### src/rtl/wsfd_pkg.sv
`default_nettype none
// ----------------------------------------------------------------------------
// WebSocket deframer package
// Shared parse phase codes and the result flag bundle of the deframer.
// ----------------------------------------------------------------------------
package wsfd_pkg;

  // Parse phase codes.
  localparam logic [2:0] PH_HDR1 = 3'd0;
  localparam logic [2:0] PH_HDR2 = 3'd1;
  localparam logic [2:0] PH_EXT  = 3'd2;
  localparam logic [2:0] PH_KEY  = 3'd3;
  localparam logic [2:0] PH_DATA = 3'd4;

  // Second header byte length codes and counts.
  localparam logic [6:0] LEN_CODE_16 = 7'd126;
  localparam logic [6:0] LEN_CODE_64 = 7'd127;
  localparam logic [3:0] EXT_BYTES_16 = 4'd2;
  localparam logic [3:0] EXT_BYTES_64 = 4'd8;
  localparam logic [3:0] KEY_BYTES    = 4'd4;

  // Fixed-width fields of one result transaction.
  typedef struct packed {
    logic       has_byte;
    logic [7:0] payload_byte;
    logic       frame_fin;
    logic [3:0] frame_opcode;
    logic       frame_masked;
    logic       last_of_frame;
  } res_flags_t;

endpackage : wsfd_pkg
`default_nettype wire

### src/rtl/websocket_frame_deframer_unit.sv
// A result appears in the output register in the cycle after its byte is accepted.
// Throughput: one byte per cycle; header bytes give no result transaction, except the empty-frame marker.
// The input stalls only while a held result is not taken downstream.
// Reset (synchronous): the parser expects the first header byte and all frame
// state is cleared; the output register is emptied.
`default_nettype none
// ----------------------------------------------------------------------------
// WebSocket frame deframer
// Parses frame headers from a byte stream and emits unmasked payload bytes.
// ----------------------------------------------------------------------------
module websocket_frame_deframer_unit
  import wsfd_pkg::*;
#(
  parameter int LENGTH_BITS = 64
) (
  input  wire logic                   clk,
  input  wire logic                   rst,
  input  wire logic                   data_valid,
  output logic                        data_ready,
  input  wire logic [7:0]             data_byte,
  output logic                        result_valid,
  input  wire logic                   result_ready,
  output logic                        has_byte,
  output logic [7:0]                  payload_byte,
  output logic                        frame_fin,
  output logic [3:0]                  frame_opcode,
  output logic                        frame_masked,
  output logic [LENGTH_BITS-1:0]      payload_length,
  output logic                        last_of_frame
);

  logic                   accept;
  logic                   res_valid;
  res_flags_t             res_flags;
  logic [LENGTH_BITS-1:0] res_length;
  res_flags_t             out_flags;

  assign accept = data_valid && data_ready;

  // Header parsing and unmasking.
  wsfd_parser #(
    .LENGTH_BITS(LENGTH_BITS)
  ) u_parser (
    .clk        (clk),
    .rst        (rst),
    .accept     (accept),
    .data_byte  (data_byte),
    .res_valid  (res_valid),
    .res_flags  (res_flags),
    .res_length (res_length)
  );

  // Result register between the parser and the downstream side.
  wsfd_out_reg #(
    .LENGTH_BITS(LENGTH_BITS)
  ) u_out_reg (
    .clk        (clk),
    .rst        (rst),
    .in_valid   (data_valid),
    .in_ready   (data_ready),
    .res_valid  (res_valid),
    .res_flags  (res_flags),
    .res_length (res_length),
    .out_valid  (result_valid),
    .out_ready  (result_ready),
    .out_flags  (out_flags),
    .out_length (payload_length)
  );

  // Unpack the held result onto the output ports.
  assign has_byte      = out_flags.has_byte;
  assign payload_byte  = out_flags.payload_byte;
  assign frame_fin     = out_flags.frame_fin;
  assign frame_opcode  = out_flags.frame_opcode;
  assign frame_masked  = out_flags.frame_masked;
  assign last_of_frame = out_flags.last_of_frame;

endmodule : websocket_frame_deframer_unit
`default_nettype wire

### src/rtl/wsfd_parser.sv
`default_nettype none
// ----------------------------------------------------------------------------
// WebSocket deframer header parser
// Holds the frame state, decodes header bytes and unmasks payload bytes.
// ----------------------------------------------------------------------------
module wsfd_parser
  import wsfd_pkg::*;
#(
  parameter int LENGTH_BITS = 64
) (
  input  wire logic                   clk,
  input  wire logic                   rst,
  input  wire logic                   accept,
  input  wire logic [7:0]             data_byte,
  output logic                        res_valid,
  output res_flags_t                  res_flags,
  output logic [LENGTH_BITS-1:0]      res_length
);

  logic [2:0]             phase, phase_next;
  logic [3:0]             ext_count, ext_count_next;
  logic [LENGTH_BITS-1:0] length_accum, length_accum_next;
  logic [LENGTH_BITS-1:0] remaining, remaining_next;
  logic [31:0]            mask_key, mask_key_next;
  logic [1:0]             key_index, key_index_next;
  logic                   cur_fin, cur_fin_next;
  logic [3:0]             cur_opcode, cur_opcode_next;
  logic                   cur_masked, cur_masked_next;

  logic                   len_done;
  logic                   hdr_done;
  logic                   has_byte;
  logic                   last;
  logic [7:0]             key_byte;
  logic [LENGTH_BITS-1:0] remaining_dec;

  // Key byte for the current payload position, first key byte in the top bits.
  always_comb begin
    case (key_index)
      2'd0:    key_byte = mask_key[31:24];
      2'd1:    key_byte = mask_key[23:16];
      2'd2:    key_byte = mask_key[15:8];
      default: key_byte = mask_key[7:0];
    endcase
  end

  // Remaining count steps down but never below zero.
  assign remaining_dec = (remaining != '0) ? remaining - 1'b1 : remaining;

  // Next-state and result logic for one accepted byte.
  always_comb begin
    phase_next        = phase;
    ext_count_next    = ext_count;
    length_accum_next = length_accum;
    remaining_next    = remaining;
    mask_key_next     = mask_key;
    key_index_next    = key_index;
    cur_fin_next      = cur_fin;
    cur_opcode_next   = cur_opcode;
    cur_masked_next   = cur_masked;
    len_done          = 1'b0;
    hdr_done          = 1'b0;
    res_valid         = 1'b0;
    has_byte          = 1'b0;
    last              = 1'b0;

    case (phase)
      PH_HDR2: begin
        cur_masked_next   = data_byte[7];
        length_accum_next = '0;
        if (data_byte[6:0] == LEN_CODE_16) begin
          ext_count_next = EXT_BYTES_16;
          phase_next     = PH_EXT;
        end else if (data_byte[6:0] == LEN_CODE_64) begin
          ext_count_next = EXT_BYTES_64;
          phase_next     = PH_EXT;
        end else begin
          length_accum_next = {{(LENGTH_BITS-7){1'b0}}, data_byte[6:0]};
          len_done          = 1'b1;
        end
      end
      PH_EXT: begin
        // Saturate once the shift would push set bits out of the top.
        if (length_accum[LENGTH_BITS-1 -: 8] != 8'd0) begin
          length_accum_next = '1;
        end else begin
          length_accum_next = {length_accum[LENGTH_BITS-9:0], data_byte};
        end
        ext_count_next = ext_count - 1'b1;
        len_done       = (ext_count_next == 4'd0);
      end
      PH_KEY: begin
        mask_key_next  = {mask_key[23:0], data_byte};
        ext_count_next = ext_count - 1'b1;
        hdr_done       = (ext_count_next == 4'd0);
      end
      PH_DATA: begin
        key_index_next = key_index + 1'b1;
        remaining_next = remaining_dec;
        last           = (remaining_dec == '0);
        if (last) begin
          phase_next = PH_HDR1;
        end
        res_valid = 1'b1;
        has_byte  = 1'b1;
      end
      default: begin
        cur_fin_next    = data_byte[7];
        cur_opcode_next = data_byte[3:0];
        phase_next      = PH_HDR2;
      end
    endcase

    // Length known: collect the key or finish the header.
    if (len_done) begin
      if (cur_masked_next) begin
        mask_key_next  = '0;
        ext_count_next = KEY_BYTES;
        phase_next     = PH_KEY;
      end else begin
        hdr_done = 1'b1;
      end
    end

    // Header finished: start the payload or give the empty-frame marker.
    if (hdr_done) begin
      key_index_next = 2'd0;
      if (length_accum_next == '0) begin
        phase_next = PH_HDR1;
        res_valid  = 1'b1;
        last       = 1'b1;
      end else begin
        remaining_next = length_accum_next;
        phase_next     = PH_DATA;
      end
    end
  end

  // Result fields as the frame state stands after this byte.
  always_comb begin
    res_flags.has_byte      = has_byte;
    res_flags.payload_byte  = has_byte ? (data_byte ^ (cur_masked ? key_byte : 8'd0)) : 8'd0;
    res_flags.frame_fin     = cur_fin_next;
    res_flags.frame_opcode  = cur_opcode_next;
    res_flags.frame_masked  = cur_masked_next;
    res_flags.last_of_frame = last;
    res_length              = length_accum_next;
  end

  // Frame state registers.
  always_ff @(posedge clk) begin
    if (rst) begin
      phase        <= PH_HDR1;
      ext_count    <= 4'd0;
      length_accum <= '0;
      remaining    <= '0;
      mask_key     <= '0;
      key_index    <= 2'd0;
      cur_fin      <= 1'b0;
      cur_opcode   <= 4'd0;
      cur_masked   <= 1'b0;
    end else if (accept) begin
      phase        <= phase_next;
      ext_count    <= ext_count_next;
      length_accum <= length_accum_next;
      remaining    <= remaining_next;
      mask_key     <= mask_key_next;
      key_index    <= key_index_next;
      cur_fin      <= cur_fin_next;
      cur_opcode   <= cur_opcode_next;
      cur_masked   <= cur_masked_next;
    end
  end

  // The byte counter is never zero while length or key bytes are expected.
  a_count_live: assert property (@(posedge clk) disable iff (rst)
    (phase == PH_EXT || phase == PH_KEY) |-> ext_count != 4'd0)
    else $error("byte counter empty during extended length or key");

  // The final payload byte returns the parser to the first header byte.
  a_data_end: assert property (@(posedge clk) disable iff (rst)
    accept && phase == PH_DATA && remaining == {{(LENGTH_BITS-1){1'b0}}, 1'b1}
    |=> phase == PH_HDR1)
    else $error("parser did not leave payload after last byte");

  // Payload always starts at key byte zero.
  a_key_start: assert property (@(posedge clk) disable iff (rst)
    accept && phase == PH_KEY && ext_count == 4'd1 |=> key_index == 2'd0)
    else $error("key index not cleared at payload start");

endmodule : wsfd_parser
`default_nettype wire

### src/rtl/wsfd_out_reg.sv
`default_nettype none
// ----------------------------------------------------------------------------
// WebSocket deframer output register
// Holds one result transaction and decides when a new byte may enter.
// ----------------------------------------------------------------------------
module wsfd_out_reg
  import wsfd_pkg::*;
#(
  parameter int LENGTH_BITS = 64
) (
  input  wire logic                   clk,
  input  wire logic                   rst,
  input  wire logic                   in_valid,
  output logic                        in_ready,
  input  wire logic                   res_valid,
  input  wire res_flags_t             res_flags,
  input  wire logic [LENGTH_BITS-1:0] res_length,
  output logic                        out_valid,
  input  wire logic                   out_ready,
  output res_flags_t                  out_flags,
  output logic [LENGTH_BITS-1:0]      out_length
);

  logic load;

  // A byte enters whenever the held result is absent or leaving.
  assign in_ready = !out_valid || out_ready;
  assign load     = in_valid && in_ready;

  // Valid flag of the held result.
  always_ff @(posedge clk) begin
    if (rst) begin
      out_valid <= 1'b0;
    end else if (load) begin
      out_valid <= res_valid;
    end else if (out_ready) begin
      out_valid <= 1'b0;
    end
  end

  // Result payload.
  always_ff @(posedge clk) begin
    if (load && res_valid) begin
      out_flags  <= res_flags;
      out_length <= res_length;
    end
  end

  // A result produced by an accepted byte is offered in the next cycle.
  a_res_shown: assert property (@(posedge clk) disable iff (rst)
    load && res_valid |=> out_valid)
    else $error("result lost in output register");

endmodule : wsfd_out_reg
`default_nettype wire
### config.mk
export PLATFORM = sky130hd
export DESIGN_NAME = websocket_frame_deframer_unit
export DESIGN_NICKNAME = d
export VERILOG_FILES = /design/src/rtl/wsfd_pkg.sv /design/src/rtl/websocket_frame_deframer_unit.sv /design/src/rtl/wsfd_parser.sv /design/src/rtl/wsfd_out_reg.sv
export SDC_FILE = /design/constraint.sdc
export NUM_CORES = 1
export LEC_CHECK = 0
export BUFFER_PORTS_ARGS = -buffer_cell sky130_fd_sc_hd__buf_4
export CORE_ASPECT_RATIO = 1.75
export CORE_MARGIN = 2
export CORE_UTILIZATION = 37
export CTS_CLUSTER_SIZE = 12
export DETAILED_ROUTE_END_ITERATION = 8
export PLACE_DENSITY_LB_ADDON = 0.25
export SETUP_SLACK_MARGIN = 0.1
export SLEW_MARGIN = 20
export SYNTH_ARGS = -nofsm -noshare
export SYNTH_HDL_FRONTEND = slang
export SYNTH_SLANG_ARGS = --single-unit
### constraint.sdc
create_clock -name clk -period 7.87 [get_ports clk]
set_input_delay 0.787 -clock clk [delete_from_list [all_inputs] [get_ports clk]]
set_output_delay 0.787 -clock clk [all_outputs]
set_load 0.05 [all_outputs]
==> impl_metrics.json, run 1 <==
{
  "run_status": "finished clean",
  "grt_util_met1_pct": 32.56,
  "core_sq_um": 36030,
  "grt_max_degree": 62,
  "power.density_nw_per_um2": 252.3,
  "slew_viol_final": 0,
  "gp_congestion": 1.019,
  "vias": 13770,
  "htreeDepth": 1,
  "cts_root_buf": "clkbuf_16",
  "firstDrtPassIters": 6,
  "power_mw": 3.894,
  "max_slew_margin_pct": 26.47,
  "critPathCaptureType": "flop",
  "viasPerCell": 6.344,
  "synth_warnings": 0,
  "crit_chain": "or3b_2 > a31oi_1 > buf_4 > a221oi_1 > nand2_1 > or4_1 > nor3_1 > nand2b_1 > a21o_1 > clkinv_2 > buf_4",
  "synth_async_sr_flop_share_pct": 0,
  "rsz0062_at_grt": "false",
  "start_util_pct": 37.64,
  "timing.final.crit_share_pct": 69.68,
  "ys_seq_elements": 256,
  "die_y_microns": 257.3,
  "fin_nets": 1699,
  "drive_gt1_share_pct": 13.47,
  "synth_edf_count": 80,
  "drt-total-wl_microns": 58480,
  "slowest_delay_ps": 880,
  "fin_skew_ps": 15.58,
  "hold_path_class": "reg2reg",
  "critical_path_class": "reg2reg",
  "grt-busiest-layer": "met2",
  "placed_area_sq_um": 14570,
  "crit_cells": 11,
  "chipWidth_microns": 148.7,
  "ys_types": 75,
  "critPathCapture": "u_out_reg.out_length[52]",
  "worstRegToRegCells": 11,
  "mostFrequentLayoutCell": "nand2_1",
  "yosysSeqAreaShare_pct": 43.70,
  "final_cell_mix": "235 x nand2_1, 211 x nor2_1, 179 x a21oi_1",
  "syn_to_final_growth_pct": 13.82,
  "setup_violations": 0,
  "cp-startpoint": "u_parser.phase[0]",
  "cts_buffers": 27,
  "cts_tree": "done",
  "max_cap_viol_count": 0,
  "io_buffers": 93,
  "setup_tns_ps": 0,
  "timing.critical_path.buf_inv": 3,
  "antenna_found_initial": 0,
  "grt_pass1_wl_microns": 84520,
  "slowest_stage": "dfxtp_1",
  "clkLatencyLatePin_ps": 560,
  "postCtsSetupRepairBufs": 0,
  "worst_setup_path_start_kind": "flop",
  "stdcell_area_sq_um": 15430,
  "r2r_start": "u_parser.phase[0]",
  "fin_crit_ps": 5484,
  "path_clk_slew_ps": 70,
  "ant_nets": 0,
  "critPathTopFamily": "simple AND/OR/NAND/NOR gates",
  "finalHoldViolCount": 0,
  "fmax_mhz": 182.4,
  "worstHoldStart": "u_parser.mask_key[24]",
  "wl_per_cell_microns": 26.95,
  "postSynthAreaPerCell_sq_um": 8.169,
  "track_usage_pct": 29.69,
  "syn_nets": 1680,
  "use_met3_pct": 3.191,
  "grt_pass1_vias": 12830,
  "num_rows": 92,
  "rr_endpoint": "u_out_reg.out_length[52]",
  "drc": 0,
  "die_area_sq_um": 38260,
  "clockBufferDepth": 3,
  "dp_hpwl_microns": 42920,
  "cp.required_ps": 8090,
  "diodes": 0,
  "grtUsageMet2_pct": 53.68,
  "worstPathMaxFanout": 55,
  "cts.sinks": 256,
  "overflow": 0,
  "ctsResizeCount": 0,
  "drt_iter0_drc": 1658,
  "critPathArrivalTime_ps": 5700,
  "r2r_setup_slack_ps": 2390,
  "tightest_slew_ps": 1093,
  "peakVddDrop_mv": 0.1547,
  "syn-instance-count": 1660,
  "ios": 94,
  "cp_common_cell": "buf_4",
  "postCtsHoldBufs": 0,
  "synth_top_flop_cell": "dfxtp_1",
  "netlist_area_sq_um": 13560,
  "p_leak_nw": 5.672
}
-- Yosys cell counts, types with 8 or more instances --
library cell | n | area (sq um)
nand2_1 | 237 | 889.6
nor2_1 | 212 | 795.8
a21oi_1 | 180 | 900.9
dfxtp_1 | 176 | 3523
clkbuf_1 | 113 | 424.2
edfxtp_1 | 80 | 2402
nor3_1 | 71 | 355.3
o21ai_0 | 57 | 285.3
inv_1 | 48 | 180.2
nor4_1 | 42 | 262.8
o221a_2 | 36 | 405.4
nand4_1 | 30 | 187.7
nand3_1 | 26 | 130.1
a211oi_1 | 25 | 187.7
xnor2_1 | 24 | 210.2
a31oi_1 | 19 | 118.9
or4_1 | 19 | 142.6
xor2_1 | 17 | 148.9
or3_1 | 15 | 93.84
a21o_1 | 14 | 105.1
a2bb2oi_1 | 12 | 105.1
nand2b_1 | 12 | 75.07
or2_2 | 12 | 75.07
o22ai_1 | 11 | 68.82
a221oi_1 | 10 | 87.58
a222oi_1 | 8 | 80.08
ha_1 | 8 | 100.1
o31ai_1 | 8 | 60.06
-- worst min-delay path, stage by stage (launching register included) --
cell	delay [ps]
dfxtp_1	310
nand2_1	50
a21oi_1	50
-- where the power goes --
| part | leakage [nW] | internal (mW) | total (mW) | switching [mW] |
|---|---|---|---|---|
| clock | 0.423 | 0.727 | 1.28 | 0.551 |
| sequential | 2.17 | 1.42 | 1.52 | 0.0983 |
| combinational | 3.07 | 0.329 | 1.10 | 0.767 |
| total | 5.67 | 2.48 | 3.89 | 1.42 |
-- logic make-up after synthesis --
logic type                 share of synthesized area (%)
muxes                                             0.5628
and+or+nand+nor                                    24.97
AOI/OAI and AO/OA                                  22.34
DFF                                                43.70
xor gates and xnor gates                           2.648
buffers and inverters                              5.047
adders and majority gates                         0.7382
-- registers in the layout, summed over array words and instances (netlist names) --
| signal | flops |
|---|---|
| u_out_reg.out_length | 64 |
| u_parser.length_accum | 64 |
| u_parser.remaining | 64 |
| u_parser.mask_key | 32 |
| u_out_reg.out_flags | 16 |
| u_parser.cur_opcode | 4 |
| u_parser.ext_count | 4 |
| u_parser.phase | 3 |
| u_parser.key_index | 2 |
| u_out_reg.out_valid | 1 |
| u_parser.cur_fin | 1 |
| u_parser.cur_masked | 1 |
-- worst min-delay path by stage --
stage	endpoint	slack, ps	cells after the start
floorplan	u_parser.mask_key[29]	440	2
global placement	u_parser.mask_key[25]	440	2
detailed placement	u_parser.mask_key[30]	450	2
CTS	u_parser.mask_key[30]	460	2
global route	u_parser.mask_key[26]	470	2
finish	u_parser.mask_key[24]	460	2
-- routing by layer --
layer / vias to the layer above / share of wire, %
met5: - / 0
met4: 0 / 8.0
met3: 219 / 6.0
met2: 708 / 51
met1: 6729 / 35
li1: 6110 / -
-- layout make-up --
class                           instances  area, sq um
Clock buffer                           44        800.8
Fill cell                            3616        20590
Tap cell                              470        588.1
Clock inverter                          6        60.06
Inverter                               49        185.2
Timing Repair Buffer                  116        870.8
Sequential cell                       256         5926
Multi-Input combinational cell       1229         7004
-- metrics by stage --
| stage | hold WS [ps] | instances | worst slack, ps | util, % |
|---|---|---|---|---|
| floorplan | 435.9 | 1660 | 3226 | - |
| global placement | 443.5 | 2120 | 2641 | 40.39 |
| detailed placement | 452.0 | 2120 | 2474 | 40.43 |
| CTS | 460.3 | 2170 | 2465 | 42.82 |
| global route | 474.7 | 2170 | 2050 | 42.84 |
| finish | 456.9 | 2170 | 2386 | 42.84 |
Note: power is estimated with default switching activity, not from simulation.
==> inputs of run 2 (changes only) <==
clock period = 5.28 ns   (was 7.87 ns; I/O delays follow)
==> run 2 against run 1 <==
Net effect:
- setup slack worse by 1500 ps
- largest power group unchanged
- design area is 1.5% higher
- via count is 0.73% lower
- critical endpoint is now u_parser.remaining[7]
- highest routed layer unchanged
- largest cell class unchanged
==> impl_metrics.json, run 2 (synthesis results as in run 1) <==
{
  "multi_input_area_sq_um": 6978,
  "tightest_slew_ps": 976.2,
  "critPathCaptureType": "flop",
  "grt_pass1_vias": 13050,
  "placed_area_sq_um": 14860,
  "core_sq_um": 36030,
  "top_regs": "u_out_reg.out_length x64, u_parser.length_accum x64, u_parser.remaining x64",
  "timing.final.crit_share_pct": 82.91,
  "slowest_stage": "or3b_2",
  "grt_max_degree": 68,
  "clockBufferDepth": 3,
  "antenna_found_initial": 0,
  "fin_nets": 1739,
  "grt_pass1_wl_microns": 87260,
  "cts_tree": "done",
  "crit_chain": "or3b_2 > buf_4 > nor4_1 > o22ai_1 > a2111oi_0 > nand4_1 > nor3_1 > buf_4 > or2_2 > buf_4 > o21ai_0 > a221oi_1",
  "cp-startpoint": "u_parser.phase[2]",
  "cts.sinks": 256,
  "crit_cells": 12,
  "worstPathMaxFanout": 22,
  "power_mw": 5.808,
  "chipWidth_microns": 148.7,
  "dp_hpwl_microns": 44660,
  "fin_crit_ps": 4378,
  "path_clk_slew_ps": 60,
  "num_rows": 92,
  "vias": 13670,
  "viasPerCell": 6.189,
  "syn_to_final_growth_pct": 15.57,
  "final_cell_mix": "236 x nand2_1, 211 x nor2_1, 179 x a21oi_1",
  "stdcell_area_sq_um": 15670,
  "htreeDepth": 1,
  "ant_nets": 0,
  "critPathArrivalTime_ps": 4830,
  "seqCellArea_sq_um": 5926,
  "peakVddDrop_mv": 0.2677,
  "timing.critical_path.buf_inv": 3,
  "track_usage_pct": 30.78,
  "setup_violations": 0,
  "finalHoldViolCount": 0,
  "ctsResizeCount": 0,
  "cp_common_cell": "buf_4",
  "drt-total-wl_microns": 59930,
  "fin_skew_ps": 11.15,
  "die_area_sq_um": 38260,
  "mostFrequentLayoutCell": "nand2_1",
  "postCtsHoldBufs": 0,
  "setup_tns_ps": 0,
  "cp.required_ps": 5730,
  "worstRegToRegCells": 12,
  "io_buffers": 93,
  "slew_viol_final": 0,
  "max_cap_viol_count": 0,
  "rr_endpoint": "u_parser.remaining[7]",
  "drc": 0,
  "drive_gt1_share_pct": 15.07,
  "critPathCapture": "u_parser.remaining[7]",
  "diodes": 0,
  "clkLatencyLatePin_ps": 550,
  "fmax_mhz": 228.4,
  "rsz0062_at_grt": "false",
  "ios": 94,
  "wl_per_cell_microns": 27.14,
  "run_status": "finished clean",
  "overflow": 0,
  "power.density_nw_per_um2": 370.6,
  "p_leak_nw": 5.841,
  "die_y_microns": 257.3,
  "cts_buffers": 27,
  "critPathTopFamily": "simple AND/OR/NAND/NOR gates",
  "cts_root_buf": "clkbuf_16",
  "firstDrtPassIters": 6,
  "fillerInstances": 3632,
  "drt_iter0_drc": 1486,
  "hold_path_class": "in2reg",
  "r2r_setup_slack_ps": 900,
  "postCtsSetupRepairBufs": 0,
  "critical_path_class": "reg2reg",
  "slowest_delay_ps": 590,
  "gp_congestion": 1.021,
  "r2r_start": "u_parser.phase[2]",
  "worst_setup_path_start_kind": "flop",
  "start_util_pct": 37.64,
  "max_slew_margin_pct": 34.32
}
-- run 2: cell count changes in the layout (fill, tap and decap cells not counted), sizes merged --
| cell | delta |
|---|---|
| buf | +40 |
| bufinv | -1 |
| clkbuf | -1 |
| clkinv | +2 |
| inv | -2 |
-- run 2: worst min path at each step --
stage,cells past startpoint,startpoint,slack (ps),to
after floorplan,2,u_parser.mask_key[29],440,u_parser.mask_key[29]
after global placement,2,u_parser.mask_key[25],440,u_parser.mask_key[25]
after detailed placement,2,u_parser.mask_key[25],450,u_parser.mask_key[25]
after CTS,3,data_byte[6],240,u_parser.mask_key[6]
after global routing,3,data_byte[6],270,u_parser.mask_key[6]
final,3,data_byte[6],260,u_parser.mask_key[6]
-- run 2: layout make-up --
type | count | share of cell area (%)
multi-input combinational | 1229 | 44.53
sequential | 256 | 37.81
timing repair buffer | 156 | 7.553
clock buffer | 43 | 4.966
tap | 470 | 3.752
inverter | 49 | 1.182
clock inverter | 5 | 0.2076
-- run 2: power by group --
group	total (mW)	switching [mW]	internal (mW)
clock	1.81	0.803	1.01
combinational	1.74	1.19	0.553
sequential	2.25	0.136	2.12
total	5.81	2.13	3.68
-- run 2: routing by layer --
metal | track usage [%] | routed length (microns) | vias to the layer above
met4 | 22.30 | 5490 | 0
met1 | 33.10 | 20910 | 6592
met2 | 54.73 | 30140 | 652
met5 | 0 | 0 | -
li1 | - | - | 6188
met3 | 3.883 | 3392 | 233
-- run 2: worst reg2reg max path, stage by stage, from the launching register on --
cell	delay [ps]
dfxtp_1	560
or3b_2	600
buf_4	240
nor4_1	440
o22ai_1	280
a2111oi_0	410
nand4_1	220
nor3_1	240
buf_4	180
or2_2	350
buf_4	320
o21ai_0	130
a221oi_1	310
-- run 2: stage by stage --
stage | std cells | hold slack [ps] | setup WS, ps | utilization [%]
4_1_cts | 2208 | 244.4 | 1046 | 43.50
3_3_place_gp | 2160 | 443.1 | 1018 | 41.23
6_report | 2208 | 262.3 | 902.3 | 43.50
2_1_floorplan | 1660 | 435.9 | 635.9 | -
3_5_place_dp | 2160 | 450.8 | 1055 | 41.25
5_1_grt | 2208 | 273.4 | 703.8 | 43.50
==> inputs of run 3 (changes only) <==
clock period = 3.6 ns   (was 5.28 ns; I/O delays follow)
==> run 3 against run 2 <==
Net effect:
- largest power group is now combinational cells
- cell count is 11% higher
- clock-buffer cell count is 1 lower
- critical path type unchanged
- die area stayed put
- largest cell class unchanged
- clock skew is 16 ps higher
- flip-flop and latch count stayed put
- combinational power is 110% higher
==> impl_metrics.json, run 3 (synthesis results as in run 1) <==
{
  "slew_viol_final": 0,
  "antenna_found_initial": 0,
  "cp-startpoint": "u_parser.length_accum[62]",
  "worstRegToRegCells": 13,
  "viasPerCell": 6.156,
  "drt_iter0_drc": 1612,
  "critical_path_class": "reg2reg",
  "ios": 94,
  "io_buffers": 93,
  "dp_hpwl_microns": 47600,
  "rsz0062_at_grt": "true",
  "vias": 15040,
  "max_slew_margin_pct": 46.07,
  "fin_skew_ps": 27.59,
  "slowest_delay_ps": 550,
  "cts_root_buf": "clkbuf_16",
  "fmax_mhz": 282.1,
  "r2r_start": "u_parser.length_accum[62]",
  "p_leak_nw": 7.309,
  "max_cap_viol_count": 0,
  "multi_input_area_sq_um": 7742,
  "final_cell_mix": "350 x buf_4, 236 x nand2_1, 208 x nor2_1",
  "track_usage_pct": 32.08,
  "cp.required_ps": 4040,
  "finalHoldViolCount": 0,
  "worstHoldStart": "data_byte[6]",
  "fillerInstances": 3408,
  "start_util_pct": 37.64,
  "clockBufferDepth": 3,
  "cts.sinks": 256,
  "tightest_slew_ps": 809.0,
  "num_rows": 92,
  "chipWidth_microns": 148.7,
  "diodes": 0,
  "placed_area_sq_um": 16650,
  "mostFrequentLayoutCell": "buf_4",
  "worst_setup_path_start_kind": "flop",
  "timing.hold.ws_ps": 100.1,
  "drc": 0,
  "ant_nets": 0,
  "die_y_microns": 257.3,
  "hold_path_class": "in2reg",
  "rr_endpoint": "u_parser.remaining[25]",
  "grt_max_degree": 64,
  "crit_chain": "or4_4 > buf_12 > nor4_4 > o22ai_2 > a2111oi_4 > nand4_1 > nor3_4 > buf_4 > buf_6 > or2_4 > a21oi_2 > buf_12 > o221a_2",
  "layout.cells.non_filler": 2443,
  "slowest_stage": "or4_4",
  "grt_pass1_vias": 14450,
  "grt_pass1_wl_microns": 91580,
  "wl_per_cell_microns": 26.67,
  "peakVddDrop_mv": 0.3718,
  "setup_tns_ps": 0,
  "fin_nets": 1974,
  "dp.cells": 2362,
  "cts_tree": "done",
  "clkLatencyLatePin_ps": 570,
  "overflow": 0,
  "timing.final.crit_share_pct": 98.48,
  "stdcell_area_sq_um": 18680,
  "critPathCaptureType": "flop",
  "r2r_setup_slack_ps": 50,
  "min_path_cells": 3,
  "postCtsHoldBufs": 0,
  "path_clk_slew_ps": 70,
  "run_status": "finished clean",
  "fin_crit_ps": 3545,
  "cts_buffers": 27,
  "cp_common_cell": "buf_12",
  "gp_congestion": 0.9968,
  "power.density_nw_per_um2": 514.6,
  "die_area_sq_um": 38260,
  "core_sq_um": 36030,
  "syn_to_final_growth_pct": 37.77,
  "hold_end": "u_parser.mask_key[6]",
  "drt-total-wl_microns": 65150,
  "seqCellArea_sq_um": 5944,
  "htreeDepth": 1,
  "worstPathMaxFanout": 24,
  "drive_gt1_share_pct": 30.01,
  "critPathArrivalTime_ps": 3980,
  "firstDrtPassIters": 6,
  "setup_violations": 0,
  "top_regs": "u_out_reg.out_length x64, u_parser.length_accum x64, u_parser.remaining x64"
}
-- run 3: cell types whose count changed in the layout (fill, tap and decap cells not counted), sizes merged --
| cell | previous run | this run |
|---|---|---|
| buf | 156 | 382 |
| clkbuf | 43 | 51 |
| clkinv | 7 | 6 |
| clkinvlp | 0 | 1 |
| inv | 47 | 48 |
-- run 3: worst max-delay path: cells and delay by family, from the launching register on --
kind / cells / cell delay (ps)
DFF: 1 / 340
buffers and inverters: 4 / 630
and+or+nand+nor: 5 / 1470
AOI/OAI and AO/OA: 4 / 950
-- run 3: through the flow --
step	total power, mW	setup WS (ps)	utilization (%)
after floorplan	4.858	-12.60	-
after global placement	6.537	-493.1	46.18
after detailed placement	6.529	-514.9	46.20
after CTS	9.340	92.20	49.04
after global routing	9.922	-29.60	51.85
final	9.615	54.66	51.85
-- run 3: routing by layer --
metal | part of all wire (%) | GRT usage [%] | routed length (microns)
met3 | 6.3 | 3.883 | 4094
met2 | 50 | 56.12 | 32320
met1 | 34 | 34.95 | 22170
met5 | 0 | 0 | 0
met4 | 10 | 24.34 | 6562
-- run 3: area by class of cell --
type	instances	share of cell area (%)
Timing Repair Buffer	391	18.21
Tap cell	470	3.148
Sequential cell	256	31.82
Multi-Input combinational cell	1229	41.44
Clock buffer	42	4.186
Clock inverter	6	0.1942
Inverter	49	1.005
-- run 3: timing repair --
action | 4_1_cts | 5_1_grt
endpoints found under the setup margin | 147 | 146
cloned | 0 | 13
setup buffers | 7 | 13
gates resized for setup | 30 | 125
pin swaps | 11 | 35
-- run 3: how the worst max path moves through the flow --
stage / endpoint / slack, ps / cells past startpoint
2_1_floorplan: u_out_reg.out_flags[0] / -10 / 10
3_3_place_gp: u_parser.remaining[43] / -490 / 12
3_5_place_dp: u_parser.remaining[45] / -510 / 13
4_1_cts: u_parser.phase[2] / 90 / 11
5_1_grt: u_parser.phase[2] / -30 / 13
6_report: u_parser.remaining[25] / 50 / 13
-- run 3: report_power, final --
part	switching [mW]	total [mW]	internal, mW
clock network	1.21	2.70	1.49
registers	0.130	3.24	3.11
logic	2.11	3.68	1.57
